`src/mfc_pkg.sv`:
```
// Types, constants and the checksum step of the magic frame checker.
package mfc_pkg;

  localparam logic [7:0]  MagicFirst     = 8'h73;  // 's'
  localparam logic [7:0]  MagicSecond    = 8'h4D;  // 'M'
  localparam logic [15:0] MinFrameLength = 16'd10;
  localparam logic [15:0] ResetMaxLength = 16'd3000;
  localparam logic [15:0] ChecksumBytes  = 16'd2;

  typedef enum logic [1:0] {
    KIND_PAYLOAD    = 2'd0,
    KIND_GOOD       = 2'd1,
    KIND_BAD_CHECK  = 2'd2,
    KIND_LEN_REJECT = 2'd3
  } result_kind_t;

  typedef enum logic [10:0] {
    PH_HUNT_S  = 11'b000_0000_0001,
    PH_HUNT_M  = 11'b000_0000_0010,
    PH_LEN_LO  = 11'b000_0000_0100,
    PH_LEN_HI  = 11'b000_0000_1000,
    PH_TYPE_LO = 11'b000_0001_0000,
    PH_TYPE_HI = 11'b000_0010_0000,
    PH_SEQ_LO  = 11'b000_0100_0000,
    PH_SEQ_HI  = 11'b000_1000_0000,
    PH_PAYLOAD = 11'b001_0000_0000,
    PH_CHK_LO  = 11'b010_0000_0000,
    PH_CHK_HI  = 11'b100_0000_0000
  } phase_t;

  typedef struct packed {
    result_kind_t kind;
    logic [7:0]   payload_byte;
    logic [15:0]  frame_type;
    logic [15:0]  frame_sequence;
    logic [15:0]  frame_total_length;
    logic         end_of_frame;
  } result_t;

  typedef struct packed {
    logic [7:0] sum_high;
    logic [7:0] sum_low;
  } checksum_t;

  // One checksum step: low is a byte sum, high shifts in the carry and xors the byte.
  function automatic checksum_t mfc_accumulate(checksum_t cur, logic [7:0] b);
    logic [8:0] j;
    checksum_t  res;
    j            = {1'b0, cur.sum_low} + {1'b0, b};
    res.sum_low  = j[7:0];
    res.sum_high = {cur.sum_high[6:0], j[8]} ^ b;
    return res;
  endfunction

endpackage

```
`src/mfc_parser.sv`:
```
// Frame parser: phase machine, header fields and running checksum.
module mfc_parser
  import mfc_pkg::*;
(
  input  logic        clk,
  input  logic        rst_n,
  input  logic        step,        // consume data_byte this cycle
  input  logic [7:0]  data_byte,
  input  logic [15:0] max_len,
  output logic        res_valid,
  output result_t     res
);

  phase_t      phase_r, phase_nxt;
  logic [15:0] byte_count_r, byte_count_nxt;
  logic [15:0] length_r, length_nxt;
  logic [15:0] type_r, type_nxt;
  logic [15:0] seq_r, seq_nxt;
  checksum_t   sum_r, sum_nxt;
  logic [7:0]  chk_low_r, chk_low_nxt;

  checksum_t   sum_acc;
  checksum_t   sum_start;
  logic [15:0] len_full;
  logic [15:0] count_inc;
  logic        good;

  assign sum_acc   = mfc_accumulate(sum_r, data_byte);
  assign sum_start = mfc_accumulate(16'h0000, data_byte);
  assign len_full  = {data_byte, length_r[7:0]};
  assign count_inc = byte_count_r + 16'd1;
  assign good      = (chk_low_r == sum_r.sum_low) && (data_byte == sum_r.sum_high);

  always_comb begin
    phase_nxt      = phase_r;
    byte_count_nxt = byte_count_r;
    length_nxt     = length_r;
    type_nxt       = type_r;
    seq_nxt        = seq_r;
    sum_nxt        = sum_r;
    chk_low_nxt    = chk_low_r;
    res_valid      = 1'b0;
    res.kind               = KIND_PAYLOAD;
    res.payload_byte       = 8'h00;
    res.frame_type         = type_r;
    res.frame_sequence     = seq_r;
    res.frame_total_length = length_r;
    res.end_of_frame       = 1'b0;

    if (step) begin
      unique case (phase_r)
        PH_HUNT_S, PH_HUNT_M: begin
          if (data_byte == MagicFirst) begin
            // new frame starts here, also on a repeated 's'
            sum_nxt        = sum_start;
            length_nxt     = 16'h0000;
            type_nxt       = 16'h0000;
            seq_nxt        = 16'h0000;
            chk_low_nxt    = 8'h00;
            byte_count_nxt = 16'd1;
            phase_nxt      = PH_HUNT_M;
          end else if (phase_r == PH_HUNT_M && data_byte == MagicSecond) begin
            sum_nxt        = sum_acc;
            byte_count_nxt = 16'd2;
            phase_nxt      = PH_LEN_LO;
          end else begin
            phase_nxt = PH_HUNT_S;
          end
        end
        PH_LEN_LO: begin
          sum_nxt        = sum_acc;
          length_nxt     = {8'h00, data_byte};
          byte_count_nxt = 16'd3;
          phase_nxt      = PH_LEN_HI;
        end
        PH_LEN_HI: begin
          sum_nxt        = sum_acc;
          length_nxt     = len_full;
          byte_count_nxt = 16'd4;
          if (len_full > max_len || len_full < MinFrameLength) begin
            res_valid              = 1'b1;
            res.kind               = KIND_LEN_REJECT;
            res.frame_total_length = len_full;
            res.end_of_frame       = 1'b1;
            phase_nxt              = PH_HUNT_S;
          end else begin
            phase_nxt = PH_TYPE_LO;
          end
        end
        PH_TYPE_LO: begin
          sum_nxt        = sum_acc;
          type_nxt       = {8'h00, data_byte};
          byte_count_nxt = 16'd5;
          phase_nxt      = PH_TYPE_HI;
        end
        PH_TYPE_HI: begin
          sum_nxt        = sum_acc;
          type_nxt       = {data_byte, type_r[7:0]};
          byte_count_nxt = 16'd6;
          phase_nxt      = PH_SEQ_LO;
        end
        PH_SEQ_LO: begin
          sum_nxt        = sum_acc;
          seq_nxt        = {8'h00, data_byte};
          byte_count_nxt = 16'd7;
          phase_nxt      = PH_SEQ_HI;
        end
        PH_SEQ_HI: begin
          sum_nxt        = sum_acc;
          seq_nxt        = {data_byte, seq_r[7:0]};
          byte_count_nxt = 16'd8;
          phase_nxt      = (length_r == MinFrameLength) ? PH_CHK_LO : PH_PAYLOAD;
        end
        PH_PAYLOAD: begin
          sum_nxt          = sum_acc;
          byte_count_nxt   = count_inc;
          res_valid        = 1'b1;
          res.payload_byte = data_byte;
          if (count_inc >= length_r - ChecksumBytes) begin
            phase_nxt = PH_CHK_LO;
          end
        end
        PH_CHK_LO: begin
          chk_low_nxt    = data_byte;
          byte_count_nxt = count_inc;
          phase_nxt      = PH_CHK_HI;
        end
        PH_CHK_HI: begin
          byte_count_nxt   = count_inc;
          res_valid        = 1'b1;
          res.kind         = good ? KIND_GOOD : KIND_BAD_CHECK;
          res.end_of_frame = 1'b1;
          phase_nxt        = PH_HUNT_S;
        end
        default: begin
          phase_nxt = PH_HUNT_S;
        end
      endcase
    end
  end

  always_ff @(posedge clk) begin
    if (!rst_n) begin
      phase_r      <= PH_HUNT_S;
      byte_count_r <= 16'h0000;
      length_r     <= 16'h0000;
      type_r       <= 16'h0000;
      seq_r        <= 16'h0000;
      sum_r        <= 16'h0000;
      chk_low_r    <= 8'h00;
    end else begin
      phase_r      <= phase_nxt;
      byte_count_r <= byte_count_nxt;
      length_r     <= length_nxt;
      type_r       <= type_nxt;
      seq_r        <= seq_nxt;
      sum_r        <= sum_nxt;
      chk_low_r    <= chk_low_nxt;
    end
  end

endmodule
```
`config.mk`:
```
export PLATFORM = sky130hd
export DESIGN_NAME = mfc_parser
export DESIGN_NICKNAME = d
export VERILOG_FILES = /design/src/mfc_pkg.sv /design/src/mfc_parser.sv
export SDC_FILE = /design/constraint.sdc
export NUM_CORES = 1
export LEC_CHECK = 0
export BUFFER_PORTS_ARGS = -buffer_cell sky130_fd_sc_hd__buf_2
export CAP_MARGIN = 15
export CORE_AREA = 2 2 136 111
export CTS_CLUSTER_SIZE = 20
export DETAILED_ROUTE_END_ITERATION = 8
export DIE_AREA = 0 0 138 113
export PLACE_DENSITY_LB_ADDON = 0.15
export SLEW_MARGIN = 20
export SYNTH_ARGS = -nofsm -noshare
export SYNTH_HDL_FRONTEND = slang
export SYNTH_SLANG_ARGS = --single-unit
```
`constraint.sdc`:
```
create_clock -name clk -period 6.95 [get_ports clk]
set_input_delay 1.39 -clock clk [delete_from_list [all_inputs] [get_ports clk]]
set_output_delay 1.39 -clock clk [all_outputs]
set_load 0.01 [all_outputs]
```
==> flow_metrics.env <==
export IMPL_htreeDepth=3
export IMPL_reg2reg_slack_ps=2830
export IMPL_power_net_switching_w=0.000323
export IMPL_p_seq_share_pct=48.5
export IMPL_cts_sinks=99
export IMPL_r2r_start="length_r[4]"
export IMPL_syn_cell_area_um2=6310
export IMPL_ys_seq_area_share_pct=31.4
export IMPL_syn_inst=794
export IMPL_grt_overflow_total=0
export IMPL_dr_pass1_iters=5
export IMPL_utilization_pct=49.7
export IMPL_clockPowerShare_pct=41.6
export IMPL_vias_per_cell=5.97
export IMPL_area_growth_pct=11.3
export IMPL_grt_pass1_vias=5969
export IMPL_period_minus_slack_ps=5560
export IMPL_fin_nets=904
export IMPL_cts_max_path_buffers=2
export IMPL_tightest_slew_ps=1140
export IMPL_power_w=0.00119
export IMPL_critPathKind="in2out"
export IMPL_cts_buffers=9
export IMPL_ys_ff_latch=99
export IMPL_p_int_w=0.000868
export IMPL_initial_core_util_pct=44.6
export IMPL_arrival_ps=4170
export IMPL_crit_end="res[16]"
export IMPL_finalHoldViolations=0
export IMPL_timing_fmax_ghz=0.180
export IMPL_p_leak_nw=3.05
export IMPL_dieHeight_um=113
export IMPL_synth_distinct_cells=63
export IMPL_coreArea_um2=14200
export IMPL_pwr_share_comb_pct=10.0
export IMPL_power_density_nw_per_um2=170
export IMPL_ios=87
export IMPL_layout_drive_gt1_share_pct=16.0
export IMPL_syn_nets=864
export IMPL_r2r_cells=10
export IMPL_port_buffers=86
export IMPL_fin_setup_tns_ps=0
export IMPL_startpoint_type="input pin"
export IMPL_clk_latency_ps=360
export IMPL_slew_headroom_pct=23.5
export IMPL_startpoint="data_byte[3]"
export IMPL_ant_nets=0
export IMPL_hp_class="reg2reg"
export IMPL_rsz0062_at_grt="false"
export IMPL_vias=6106
export IMPL_die_w_um=138
export IMPL_avgSynthCellArea_um2=7.95
export IMPL_ir_worst_vdd_mv=0.111
export IMPL_cp_required_ps=5560
export IMPL_routed_wl_um=19400
export IMPL_worstSetupEndpointType="output port"
export IMPL_postCtsSetupRepairBufs=0
export IMPL_synth_flop_cell="dfxtp_1"
export IMPL_antenna_cells=0
export IMPL_root_buffer="clkbuf_16"
export IMPL_final_area_um2=7030
export IMPL_ctsHoldBuffers=0
export IMPL_skew_ps=9.01
export IMPL_tritoncts="yes"
export IMPL_place_congestion=0.920
export IMPL_status="finished clean"
export IMPL_wl_per_cell_um=19.0
export IMPL_synth_enable_flop_cells=0
export IMPL_dp_cells=1007
export IMPL_grt_max_degree=72
export IMPL_drt_iter0_markers=519
export IMPL_p_sw_share_pct=27.1
export IMPL_fin_cells=1023
export IMPL_post_cts_resized=0
export IMPL_grt_antenna_before_repair=0
export IMPL_yosysWarnings=0
export IMPL_rows=39
export IMPL_dieArea_um2=15600
export IMPL_grt_usage_pct=25.2
export IMPL_r2r_end="phase_r[10]"
export IMPL_dpl_hpwl_um=13900
export IMPL_async_flop_share_pct=0
export IMPL_setup_violations=0
export IMPL_final_max_slew_viol_count=0
export IMPL_cp_max_fo=17
export IMPL_remaining_drc_errors=0
export IMPL_placed_area_um2=6730
export IMPL_cap_violations=0
export IMPL_finalCritPeriodShare_pct=79.9
export IMPL_grt_pass1_wl_um=31600
export IMPL_clk_pin_slew_ps=70
## power by group through the flow
| stage | logic (W) | registers (W) | clock network [W] |
|---|---|---|---|
| 2_1_floorplan | 0.0000804 | 0.000589 | 0 |
| 3_3_place_gp | 0.000113 | 0.000591 | 0 |
| 3_5_place_dp | 0.000117 | 0.000591 | 0 |
| 4_1_cts | 0.000118 | 0.000578 | 0.000508 |
| 5_1_grt | 0.000132 | 0.000578 | 0.000532 |
| 6_report | 0.000119 | 0.000578 | 0.000495 |
## worst max-delay path, stage by stage
cell and delay, ps:
buf_2 360, ha_1 340, and3_1 200, a221o_1 340, a2111oi_0 480, a32oi_2 340, nand2_4 220, mux2_2 340
buf_2 150
## synth_stat cells, types with 9 or more instances
cell type	n	area, um2
dfxtp_1	99	1980
nor2_1	78	293
nand3_1	63	315
nand2_1	61	229
a21oi_1	59	295
clkbuf_1	45	169
ha_1	42	526
xor2_1	37	324
a22oi_1	36	270
o21ai_0	33	165
inv_1	25	93.8
xnor2_1	23	201
and3_1	21	131
nor3_1	13	65.1
a211oi_1	11	82.6
nor4_1	11	68.8
nand4_1	9	56.3
## state kept, by name (all words and copies together) (netlist names)
signal,cells
chk_low_r,8
type_r,16
byte_count_r,16
seq_r,16
sum_r,16
phase_r,11
length_r,16
## layout make-up
cell class | count | area [um2]
multi-input combinational | 606 | 3960
fill | 1401 | 7120
clock inverter | 5 | 43.8
clock buffer | 11 | 243
inverter | 26 | 98.8
timing repair buffer | 92 | 475
tap | 184 | 230
sequential | 99 | 1980
## placed cells by master, fill, tap and decap left out, types with 9 or more instances in the layout
cell,synthesis,layout
a22oi_1,36,36
nand2_1,61,61
xor2_1,37,37
inv_1,25,25
a211oi_1,11,11
dfxtp_1,99,99
nand3_1,63,63
nor4_1,11,11
ha_1,42,42
clkbuf_16,0,9
o21ai_0,33,33
and3_1,21,21
a21oi_1,59,59
nand4_1,9,9
nor3_1,13,13
buf_2,8,86
nor2_1,78,78
xnor2_1,23,23
## worst min-delay path by stage
stage | start | end | slack (ps) | cells after the start
3_5_place_dp | seq_r[5] | seq_r[5] | 450 | 2
4_1_cts | seq_r[8] | seq_r[8] | 460 | 2
6_report | seq_r[8] | seq_r[8] | 460 | 2
3_3_place_gp | seq_r[0] | seq_r[0] | 440 | 2
2_1_floorplan | length_r[0] | length_r[0] | 470 | 2
5_1_grt | seq_r[8] | seq_r[8] | 480 | 2
## through the flow
stage | hold slack (ps) | setup slack, ps
2_1_floorplan | 475 | 2150
3_3_place_gp | 440 | 1470
3_5_place_dp | 445 | 1400
4_1_cts | 463 | 1400
5_1_grt | 480 | 1290
6_report | 458 | 1390
## kinds of logic (layout without fill, tap and decap cells)
logic type      count (synthesis)  in the layout  share of synthesized area, %
buf+inv                        89            134                          6.16
compound gates                193            193                          19.8
simple gates                  302            302                          24.2
xor+xnor                       60             60                          8.33
fa+ha+maj                      43             43                          8.64
flops                          99             99                          31.4
mux                             8              8                          1.43
## routing by layer
metal | up-vias | global-route usage, % | wire [um]
li1 | 2938 | - | -
met1 | 2899 | 34.6 | 9230
met2 | 241 | 38.8 | 8330
met3 | 28 | 6.26 | 1490
met4 | 0 | 8.44 | 389
met5 | - | 0 | 0
Power figures use the tool's default switching activity.
